--- config.mk ---
export PLATFORM = sky130hd
export DESIGN_NAME = msp_frame_parser
export DESIGN_NICKNAME = d
export VERILOG_FILES = /design/src/hw/rtl/mfp_pkg.sv /design/src/hw/rtl/mfp_ram.sv /design/src/hw/rtl/msp_frame_parser.sv
export SDC_FILE = /design/constraint.sdc
export NUM_CORES = 1
export LEC_CHECK = 0
export BUFFER_PORTS_ARGS = -buffer_cell sky130_fd_sc_hd__buf_2
export CAP_MARGIN = 20
export CORE_MARGIN = 1.5
export CORE_UTILIZATION = 34
export DETAILED_ROUTE_END_ITERATION = 10
export SYNTH_ARGS = -nofsm -noshare
export SYNTH_HDL_FRONTEND = slang
export SYNTH_SLANG_ARGS = --single-unit
--- constraint.sdc ---
create_clock -name i_clk -period 9.8 [get_ports i_clk]
set_input_delay 1.47 -clock i_clk [delete_from_list [all_inputs] [get_ports i_clk]]
set_output_delay 1.47 -clock i_clk [all_outputs]
set_load 0.005 [all_outputs]
--- src/hw/rtl/mfp_pkg.sv ---
`timescale 1ns / 1ps
// ----------------------------------------------------------------------------
// mfp_pkg
// Shared types and constants of the MSP v1 frame parser.
// ----------------------------------------------------------------------------
package mfp_pkg;

    localparam int PAYLOAD_DEPTH_DEF = 64;

    localparam logic [7:0] CH_START   = 8'h24;
    localparam logic [7:0] CH_M       = 8'h4D;
    localparam logic [7:0] CH_TO_FC   = 8'h3C;
    localparam logic [7:0] CH_FROM_FC = 8'h3E;

    localparam logic [1:0] STAT_OK    = 2'd0;
    localparam logic [1:0] STAT_TRUNC = 2'd1;
    localparam logic [1:0] STAT_CSUM  = 2'd2;

    typedef enum logic [3:0] {
        PH_SOF,
        PH_M,
        PH_DIR,
        PH_LEN,
        PH_CMD,
        PH_PAYLOAD,
        PH_CSUM,
        PH_RD,
        PH_OUT
    } t_phase;

endpackage

--- src/hw/rtl/mfp_ram.sv ---
`timescale 1ns / 1ps
// ----------------------------------------------------------------------------
// mfp_ram
// Simple dual-port RAM, one write and one registered read port.
// ----------------------------------------------------------------------------
module mfp_ram #(
    parameter int WIDTH = 8,
    parameter int DEPTH = 64,
    parameter int AW    = (DEPTH > 1) ? $clog2(DEPTH) : 1
) (
    input  logic             i_clk,
    input  logic             i_wr_en,
    input  logic [AW-1:0]    i_wr_addr,
    input  logic [WIDTH-1:0] i_wr_data,
    input  logic             i_rd_en,
    input  logic [AW-1:0]    i_rd_addr,
    output logic [WIDTH-1:0] o_rd_data
);

    logic [WIDTH-1:0] r_mem [DEPTH];
    logic [WIDTH-1:0] r_rd_data;

    always_ff @(posedge i_clk) begin
        if (i_wr_en) begin
            r_mem[i_wr_addr] <= i_wr_data;
        end
        if (i_rd_en) begin
            r_rd_data <= r_mem[i_rd_addr];
        end
    end

    assign o_rd_data = r_rd_data;

endmodule

--- src/hw/rtl/msp_frame_parser.sv ---
`timescale 1ns / 1ps
// ----------------------------------------------------------------------------
// msp_frame_parser
// MSP v1 frame parser: hunts for '$' 'M' dir len cmd payload checksum frames
// and streams the stored payload out once the checksum matches.
// ----------------------------------------------------------------------------
// Header and payload bytes are taken one per cycle; payload bytes go into a
// PAYLOAD_DEPTH x 8 RAM, and bytes beyond that depth are counted and enter the
// checksum but are not stored. A matching checksum byte starts the readout:
// each stored byte takes a RAM read, then an output load that waits for the
// output side, and input is held off until the last stored byte is loaded.
// An empty payload or a checksum error gives a single result in the cycle
// after the checksum byte. The RAM needs no clearing after reset.
module msp_frame_parser
    import mfp_pkg::*;
#(
    parameter int PAYLOAD_DEPTH = mfp_pkg::PAYLOAD_DEPTH_DEF
) (
    input  logic        i_clk,
    input  logic        i_rst_n,
    input  logic        s_axis_tvalid,
    output logic        s_axis_tready,
    input  logic [7:0]  s_axis_tdata,   // [7:0] rx_byte
    output logic        m_axis_tvalid,
    input  logic        m_axis_tready,
    // [7:0] command, [15:8] payload_length, [16] direction,
    // [22:17] byte_index, [30:23] data_byte, [31] zero
    output logic [31:0] m_axis_tdata,
    output logic [2:0]  m_axis_tuser,   // [1:0] status, [2] has_data
    output logic        m_axis_tlast    // last
);

    localparam int         AW     = (PAYLOAD_DEPTH > 1) ? $clog2(PAYLOAD_DEPTH) : 1;
    localparam logic [7:0] DEPTH8 = 8'(PAYLOAD_DEPTH);

    t_phase        r_phase, n_phase;
    logic [7:0]    r_len, n_len;
    logic [7:0]    r_cmd, n_cmd;
    logic          r_dir, n_dir;
    logic [7:0]    r_xor, n_xor;
    logic [7:0]    r_count, n_count;
    logic [AW-1:0] r_idx, n_idx;

    logic          r_out_valid, n_out_valid;
    logic [31:0]   r_out_data, n_out_data;
    logic [2:0]    r_out_user, n_out_user;
    logic          r_out_last, n_out_last;

    logic          in_xfer;
    logic          out_free;
    logic          trunc;
    logic [7:0]    stored;
    logic          idx_last;
    logic          ram_wr_en;
    logic          ram_rd_en;
    logic [7:0]    ram_rd_data;
    logic [7:0]    b;

    assign b        = s_axis_tdata;
    assign out_free = !r_out_valid || m_axis_tready;
    assign trunc    = r_len > DEPTH8;
    assign stored   = trunc ? DEPTH8 : r_len;
    assign idx_last = (8'(r_idx) + 8'd1) == stored;

    // input held off during the payload readout, and at the checksum byte while the output holds an untaken result
    assign s_axis_tready = (r_phase == PH_CSUM) ? out_free :
                           (r_phase != PH_RD && r_phase != PH_OUT);
    assign in_xfer  = s_axis_tvalid && s_axis_tready;

    assign ram_wr_en = in_xfer && (r_phase == PH_PAYLOAD) && (r_count < DEPTH8);
    assign ram_rd_en = (r_phase == PH_RD);

    mfp_ram #(
        .WIDTH (8),
        .DEPTH (PAYLOAD_DEPTH),
        .AW    (AW)
    ) u_store (
        .i_clk     (i_clk),
        .i_wr_en   (ram_wr_en),
        .i_wr_addr (r_count[AW-1:0]),
        .i_wr_data (b),
        .i_rd_en   (ram_rd_en),
        .i_rd_addr (r_idx),
        .o_rd_data (ram_rd_data)
    );

    always_ff @(posedge i_clk) begin
        if (!i_rst_n) begin
            r_phase     <= PH_SOF;
            r_out_valid <= 1'b0;
        end else begin
            r_phase     <= n_phase;
            r_out_valid <= n_out_valid;
        end
        r_len      <= n_len;
        r_cmd      <= n_cmd;
        r_dir      <= n_dir;
        r_xor      <= n_xor;
        r_count    <= n_count;
        r_idx      <= n_idx;
        r_out_data <= n_out_data;
        r_out_user <= n_out_user;
        r_out_last <= n_out_last;
    end

    always_comb begin
        n_phase     = r_phase;
        n_len       = r_len;
        n_cmd       = r_cmd;
        n_dir       = r_dir;
        n_xor       = r_xor;
        n_count     = r_count;
        n_idx       = r_idx;
        n_out_valid = r_out_valid && !m_axis_tready;
        n_out_data  = r_out_data;
        n_out_user  = r_out_user;
        n_out_last  = r_out_last;

        unique case (r_phase)
            PH_SOF: begin
                if (in_xfer && b == CH_START) begin
                    n_phase = PH_M;
                end
            end
            PH_M: begin
                if (in_xfer) begin
                    n_phase = (b == CH_M) ? PH_DIR : PH_SOF;
                end
            end
            PH_DIR: begin
                if (in_xfer) begin
                    if (b == CH_FROM_FC) begin
                        n_dir   = 1'b1;
                        n_phase = PH_LEN;
                    end else if (b == CH_TO_FC) begin
                        n_dir   = 1'b0;
                        n_phase = PH_LEN;
                    end else begin
                        n_phase = PH_SOF;
                    end
                end
            end
            PH_LEN: begin
                if (in_xfer) begin
                    n_len   = b;
                    n_xor   = b;
                    n_count = 8'd0;
                    n_phase = PH_CMD;
                end
            end
            PH_CMD: begin
                if (in_xfer) begin
                    n_cmd   = b;
                    n_xor   = r_xor ^ b;
                    n_phase = (r_len != 8'd0) ? PH_PAYLOAD : PH_CSUM;
                end
            end
            PH_PAYLOAD: begin
                if (in_xfer) begin
                    n_count = r_count + 8'd1;
                    n_xor   = r_xor ^ b;
                    if (n_count >= r_len) begin
                        n_phase = PH_CSUM;
                    end
                end
            end
            PH_CSUM: begin
                if (in_xfer) begin
                    n_phase = PH_SOF;
                    if (b == r_xor && stored != 8'd0) begin
                        n_idx   = '0;
                        n_phase = PH_RD;
                    end else begin
                        // single result: empty payload or checksum error
                        n_out_valid = 1'b1;
                        n_out_data  = {9'd0, 6'd0, r_dir, r_len, r_cmd};
                        n_out_user  = {1'b0, (b == r_xor) ? STAT_OK : STAT_CSUM};
                        n_out_last  = 1'b1;
                    end
                end
            end
            PH_RD: begin
                n_phase = PH_OUT;
            end
            PH_OUT: begin
                if (out_free) begin
                    n_out_valid = 1'b1;
                    n_out_data  = {1'b0, ram_rd_data, 6'(r_idx), r_dir, r_len, r_cmd};
                    n_out_user  = {1'b1, trunc ? STAT_TRUNC : STAT_OK};
                    n_out_last  = idx_last;
                    if (idx_last) begin
                        n_phase = PH_SOF;
                    end else begin
                        n_idx   = r_idx + AW'(1);
                        n_phase = PH_RD;
                    end
                end
            end
            default: begin
                n_phase = PH_SOF;
            end
        endcase
    end

    assign m_axis_tvalid = r_out_valid;
    assign m_axis_tdata  = r_out_data;
    assign m_axis_tuser  = r_out_user;
    assign m_axis_tlast  = r_out_last;

    a_no_input_in_readout: assert property (@(posedge i_clk) disable iff (!i_rst_n)
        (r_phase == PH_RD || r_phase == PH_OUT) |-> !s_axis_tready)
        else $error("input taken during payload readout");

    a_read_then_load: assert property (@(posedge i_clk) disable iff (!i_rst_n)
        r_phase == PH_RD |=> r_phase == PH_OUT)
        else $error("readout skipped the output load");

    a_empty_is_last: assert property (@(posedge i_clk) disable iff (!i_rst_n)
        (r_out_valid && !r_out_user[2]) |-> r_out_last)
        else $error("result without data is not last");

    a_write_only_payload: assert property (@(posedge i_clk) disable iff (!i_rst_n)
        ram_wr_en |-> (r_phase == PH_PAYLOAD && r_count < DEPTH8))
        else $error("store written outside payload phase");

endmodule
==> results.sh, run 1 <==
export IMPL_outcome="finished, final reports clean"
export IMPL_die_h_microns=267
export IMPL_gp_congestion=0.832
export IMPL_cap_violations=0
export IMPL_hpwlAfterDp_mm=34.1
export IMPL_hp_class="flop to flop"
export IMPL_fin_skew_ns=0.0132
export IMPL_crit_start="s_axis_tdata[7]"
export IMPL_max_freq_mhz=263
export IMPL_synthesis_nets=1209
export IMPL_ys_flop_type="edfxtp_1"
export IMPL_crit_path_start_kind="input port"
export IMPL_hold_start="r_cmd[7]$_DFFE_PP_"
export IMPL_clock_sinks=599
export IMPL_n_antenna_cell=0
export IMPL_required_ns=10.08
export IMPL_wl_per_cell_microns=24.6
export IMPL_syn_instance_count=1187
export IMPL_drt_total_wl_mm=55.2
export IMPL_syn_area_sq_um=23700
export IMPL_nNetsFinal=1282
export IMPL_first_pass_iters=5
export IMPL_finalHoldViolations=0
export IMPL_cts_hold_buffers=0
export IMPL_fin_setup_tns_ns=0
export IMPL_slew_headroom=0.237
export IMPL_critPathMaxFanout=40
export IMPL_cts_htree_levels=2
export IMPL_setup_viol_count_final=0
export IMPL_rsz0062_at_grt="false"
export IMPL_power_density_nw_per_um2=199
export IMPL_seq_area_frac_synth=0.757
export IMPL_rows=96
export IMPL_antenna_left=0
export IMPL_post_cts_setup_buffer_count=0
export IMPL_p_total_mw=5.36
export IMPL_end_kind="flop"
export IMPL_drc=0
export IMPL_synth_most_common_cell="edfxtp_1"
export IMPL_vias=11733
export IMPL_ys_seq_elements=599
export IMPL_dieArea_sq_um=71300
export IMPL_async_flop_share=0
export IMPL_finalMaxSlewViolations=0
export IMPL_path_class="input port to flop"
export IMPL_period_minus_slack_ns=3.80
export IMPL_grt_max_degree=88
export IMPL_grt_total_usage=0.157
export IMPL_core_sq_um=68800
export IMPL_worst_slack_ns=6.00
export IMPL_avgSynthCellArea_sq_um=20.0
export IMPL_root_buffer="clkbuf_16"
export IMPL_synthDistinctLibCells=52
export IMPL_crit_arrival_ns=4.08
export IMPL_grt_pass1_wl_mm=80.6
export IMPL_port_buffers=48
export IMPL_clk_path_buf_depth=3
export IMPL_clkLatencyLatePin_ns=0.62
export IMPL_netlist_area_leader_share=0.753
export IMPL_synth_edf_count=594
export IMPL_worstMarginPinSlew_ns=1.13
export IMPL_antenna_found_initial=5
export IMPL_leakagePower_nw=8.17
export IMPL_dr_first_iter_drc_count=1206
export IMPL_synth_common_cells="594 x edfxtp_1, 144 x mux4_2, 96 x nor2_1, 37 x nand2_1, 25 x clkbuf_1"
export IMPL_clkSlewWorstSetupHoldPaths_ns=0.06
export IMPL_initial_core_util=0.344
export IMPL_dp_slack_ns=5.40
export IMPL_period_share=0.387
export IMPL_cts_buffers=60
export IMPL_die_x_microns=267
export IMPL_synthTopCellsByArea="edfxtp_1 75%, mux4_2 14%, nor2_1 1.5%"
export IMPL_ir_drop_v=0.000161
export IMPL_first_global_vias=11757
export IMPL_drt_vias_per_instance=5.24
export IMPL_timing_hold_ws_ns=0.418
export IMPL_drive_above_1_share=0.245
export IMPL_cts_resized=0
export IMPL_r2r_start="r_idx[0]$_SDFFCE_PN0P_"
export IMPL_yosysWarnings=0
export IMPL_grt_overflow_total=0
export IMPL_syn2layout_area_growth_pct=13.7
export IMPL_cts_tree="built"
export IMPL_boundaryPins=50
export IMPL_yosysTopAreaCell="edfxtp_1"
[flip-flops by register name, indices dropped and copies added (netlist names), 3 cells and up]
register           cells
u_store.r_mem        512
m_axis_tdata          31
r_cmd                  8
r_count                8
r_len                  8
r_xor                  8
u_store.o_rd_data      8
r_idx                  6
r_phase                4
m_axis_tuser           3
[routing by layer]
layer | track usage | up-vias | wire (microns)
li1 | - | 5008 | -
met1 | 0.221 | 6127 | 23800
met2 | 0.246 | 488 | 26000
met3 | 0.0316 | 106 | 3850
met4 | 0.0482 | 4 | 1520
met5 | 0 | - | 27
[final cells by class]
class                           instances  area, sq um
Timing Repair Buffer                   70          435
Clock buffer                           74         1580
Fill cell                            6130        41900
Tap cell                              931         1160
Multi-Input combinational cell        513         5410
Sequential cell                       599        17900
Clock inverter                         38          349
Inverter                               16         60.1
[logic make-up after synthesis]
group	after synthesis	synth area share
mux	153	0.141
xor+xnor	27	0.00998
flops	599	0.757
compound gates	91	0.0244
other cells	1	0.000158
fa+ha+maj	10	0.00528
buf+inv	75	0.0150
simple gates	231	0.0468
[path summary, 6_finish.rpt]
kind / endpoint / slack (ns) / cells past startpoint
max: r_idx[0]$_SDFFCE_PN0P_ / 6.00 / 6
min: m_axis_tdata[7]$_DFFE_PP_ / 0.42 / 0
max reg2reg: u_store.o_rd_data[7]$_DFFE_PP_ / 6.02 / 6
min reg2reg: m_axis_tdata[7]$_DFFE_PP_ / 0.42 / 0
[critical path: stages]
cell and delay (ns):
buf_2 0.67, xor2_1 0.13, nor4_1 0.95, nand3_1 0.22
a21oi_1 0.24, o21a_1 0.36
[report_power, final]
part | total (mW) | switching [mW] | internal (mW)
Sequential | 2.88 | 0.0293 | 2.85
Clock | 2.25 | 0.954 | 1.30
Combinational | 0.231 | 0.160 | 0.0708
[per-stage QoR]
stage / instance area [sq um] / util / instances
after floorplan: 23700 / - / 1187
after global placement: 25000 / 0.363 / 2127
after detailed placement: 25000 / 0.363 / 2127
after CTS: 26900 / 0.391 / 2239
after global routing: 26900 / 0.391 / 2241
final: 26900 / 0.391 / 2241
[placed cells by master, fill, tap and decap left out, types with 3 or more instances in the layout]
cell	instances
edfxtp_1	594
mux4_2	144
nor2_1	96
clkbuf_16	61
buf_2	49
nand2_1	37
o21ai_0	23
nor2b_1	19
buf_4	19
and3_1	18
nand3_1	16
inv_1	15
nor3_1	14
xnor2_1	14
o22ai_1	14
a21oi_1	14
xor2_1	13
clkbuf_1	13
a211oi_1	12
clkinv_2	12
clkinv_1	12
ha_1	10
mux2_2	8
a22oi_1	8
bufinv_16	6
clkinvlp_4	5
dfxtp_1	5
or2_2	4
nor4_1	4
nor3_2	3
a31oi_1	3
or3_1	3
and2_1	3
nor3b_1	3
Note: power is estimated with default switching activity, not from simulation.
==> run 2: changes to the inputs <==
==> constraint.sdc (replaced) <==
create_clock -name i_clk -period 3.6 [get_ports i_clk]
set_input_delay 0.54 -clock i_clk [delete_from_list [all_inputs] [get_ports i_clk]]
set_output_delay 0.54 -clock i_clk [all_outputs]
set_load 0.005 [all_outputs]
==> results.sh, run 2 (same netlist as run 1, synthesis figures left out) <==
export IMPL_drt_vias_per_instance=5.15
export IMPL_gp_congestion=0.841
export IMPL_ff2ff_path_depth=8
export IMPL_grt_pass1_wl_mm=82.6
export IMPL_drt_total_wl_mm=56.1
export IMPL_drive_above_1_share=0.290
export IMPL_core_sq_um=68800
export IMPL_rsz0062_at_grt="false"
export IMPL_period_share=0.824
export IMPL_largest_reg_flops=512
export IMPL_crit_start="r_idx[0]$_SDFFCE_PN0P_"
export IMPL_clock_sinks=599
export IMPL_period_minus_slack_ns=2.97
export IMPL_die_x_microns=267
export IMPL_grt_overflow_total=0
export IMPL_clkLatencyLatePin_ns=0.62
export IMPL_vias=11947
export IMPL_finalMaxSlewViolations=0
export IMPL_rows=96
export IMPL_drc=0
export IMPL_hpwlAfterDp_mm=35.8
export IMPL_r2r_start="r_idx[0]$_SDFFCE_PN0P_"
export IMPL_syn2layout_area_growth_pct=16.6
export IMPL_dr_first_iter_drc_count=1268
export IMPL_wl_per_cell_microns=24.2
export IMPL_root_buffer="clkbuf_16"
export IMPL_cts_htree_levels=2
export IMPL_cp_slowest_stage_delay_ns=0.60
export IMPL_cap_violations=0
export IMPL_path_class="flop to flop"
export IMPL_slew_headroom=0.433
export IMPL_fin_skew_ns=0.0280
export IMPL_antenna_found_initial=11
export IMPL_initial_core_util=0.344
export IMPL_clkSlewWorstSetupHoldPaths_ns=0.07
export IMPL_ir_drop_v=0.000368
export IMPL_path_depth=8
export IMPL_nNetsFinal=1366
export IMPL_cts_tree="built"
export IMPL_critPathMaxFanout=20
export IMPL_p_total_mw=14.6
export IMPL_grt_max_degree=71
export IMPL_dieArea_sq_um=71300
export IMPL_worst_path_buf_inv=2
export IMPL_outcome="finished, final reports clean"
export IMPL_required_ns=3.97
export IMPL_r2r_slack_ns=0.63
export IMPL_cts_hold_buffers=0
export IMPL_boundaryPins=50
export IMPL_final_cell_mix="594 x edfxtp_1, 144 x mux4_2, 103 x buf_4, 96 x nor2_1, 59 x clkbuf_16"
export IMPL_leakagePower_nw=8.64
export IMPL_final_common_cell="edfxtp_1"
export IMPL_end_kind="flop"
export IMPL_first_pass_iters=8
export IMPL_finalHoldViolations=0
export IMPL_setup_viol_count_final=0
export IMPL_crit_family="compound AO/OA/AOI/OAI gates"
export IMPL_slowest_stage="a211oi_1"
export IMPL_power_density_nw_per_um2=528
export IMPL_reg2reg_to="u_store.o_rd_data[4]$_DFFE_PP_"
export IMPL_port_buffers=48
export IMPL_die_h_microns=267
export IMPL_hp_class="input port to flop"
export IMPL_crit_arrival_ns=3.34
export IMPL_grt_total_usage=0.161
export IMPL_cts_buffers=57
export IMPL_max_freq_mhz=337
export IMPL_fin_setup_tns_ns=0
export IMPL_cts_resized=0
export IMPL_antenna_left=0
export IMPL_regMostFlops="u_store.r_mem"
export IMPL_post_cts_setup_buffer_count=0
export IMPL_crit_path_start_kind="flop"
export IMPL_worstMarginPinSlew_ns=0.851
export IMPL_clk_path_buf_depth=3
export IMPL_cp_endpoint="u_store.o_rd_data[4]$_DFFE_PP_"
export IMPL_cp_cell_sequence="buf_12, buf_4, mux4_2, nor2b_1, a211oi_1, nor3_1, a22oi_1, nand2_1"
export IMPL_first_global_vias=12188
run 2: changes by cell type in the layout (fill, tap and decap cells not counted), sizes merged:
| cell | previous run | this run |
|---|---|---|
| clkinv | 25 | 23 |
| clkbuf | 74 | 67 |
| bufinv | 6 | 9 |
| diode | 0 | 3 |
| buf | 70 | 157 |
| clkinvlp | 5 | 2 |
run 2: metrics by stage:
step	instances	worst slack [ns]	hold WS, ns	util	instance area [sq um]
after detailed placement	2216	0.677	0.405	0.374	25700
after CTS	2319	0.662	0.134	0.401	27600
after global routing	2319	0.482	0.159	0.401	27600
after floorplan	1187	0.304	0.400	-	23700
after global placement	2216	0.693	0.406	0.374	25700
final	2322	0.635	0.179	0.401	27600
run 2: worst min-delay path by stage:
stage / from / end / slack (ns) / cells after the start
detailed placement: r_cmd[0]$_DFFE_PP_ / m_axis_tdata[0]$_DFFE_PP_ / 0.40 / 0
finish: i_rst_n / m_axis_tvalid$_SDFF_PN0_ / 0.18 / 2
floorplan: r_cmd[0]$_DFFE_PP_ / m_axis_tdata[0]$_DFFE_PP_ / 0.40 / 0
global placement: r_cmd[4]$_DFFE_PP_ / m_axis_tdata[4]$_DFFE_PP_ / 0.41 / 0
CTS: i_rst_n / m_axis_tvalid$_SDFF_PN0_ / 0.13 / 2
global route: i_rst_n / m_axis_tvalid$_SDFF_PN0_ / 0.16 / 2
run 2: area by class of cell:
class	count	area, sq um
fill	6003	41200
sequential	599	17900
multi-input combinational	513	5410
clock buffer	67	1510
tap	931	1160
timing repair buffer	157	1130
clock inverter	36	400
inverter	16	60.1
antenna	3	7.51
run 2: routing by layer:
| layer | vias up | share of wire | track usage |
|---|---|---|---|
| met5 | - | 0.00016 | 0 |
| met4 | 2 | 0.030 | 0.0573 |
| met3 | 93 | 0.079 | 0.0339 |
| met2 | 493 | 0.48 | 0.256 |
| met1 | 6202 | 0.42 | 0.218 |
| li1 | 5157 | - | - |
run 2: where the power goes:
| group | switching (mW) | total (mW) | internal, mW |
|---|---|---|---|
| sequential | 0.0699 | 7.83 | 7.76 |
| combinational | 0.425 | 0.628 | 0.203 |
| clock | 2.51 | 6.12 | 3.62 |
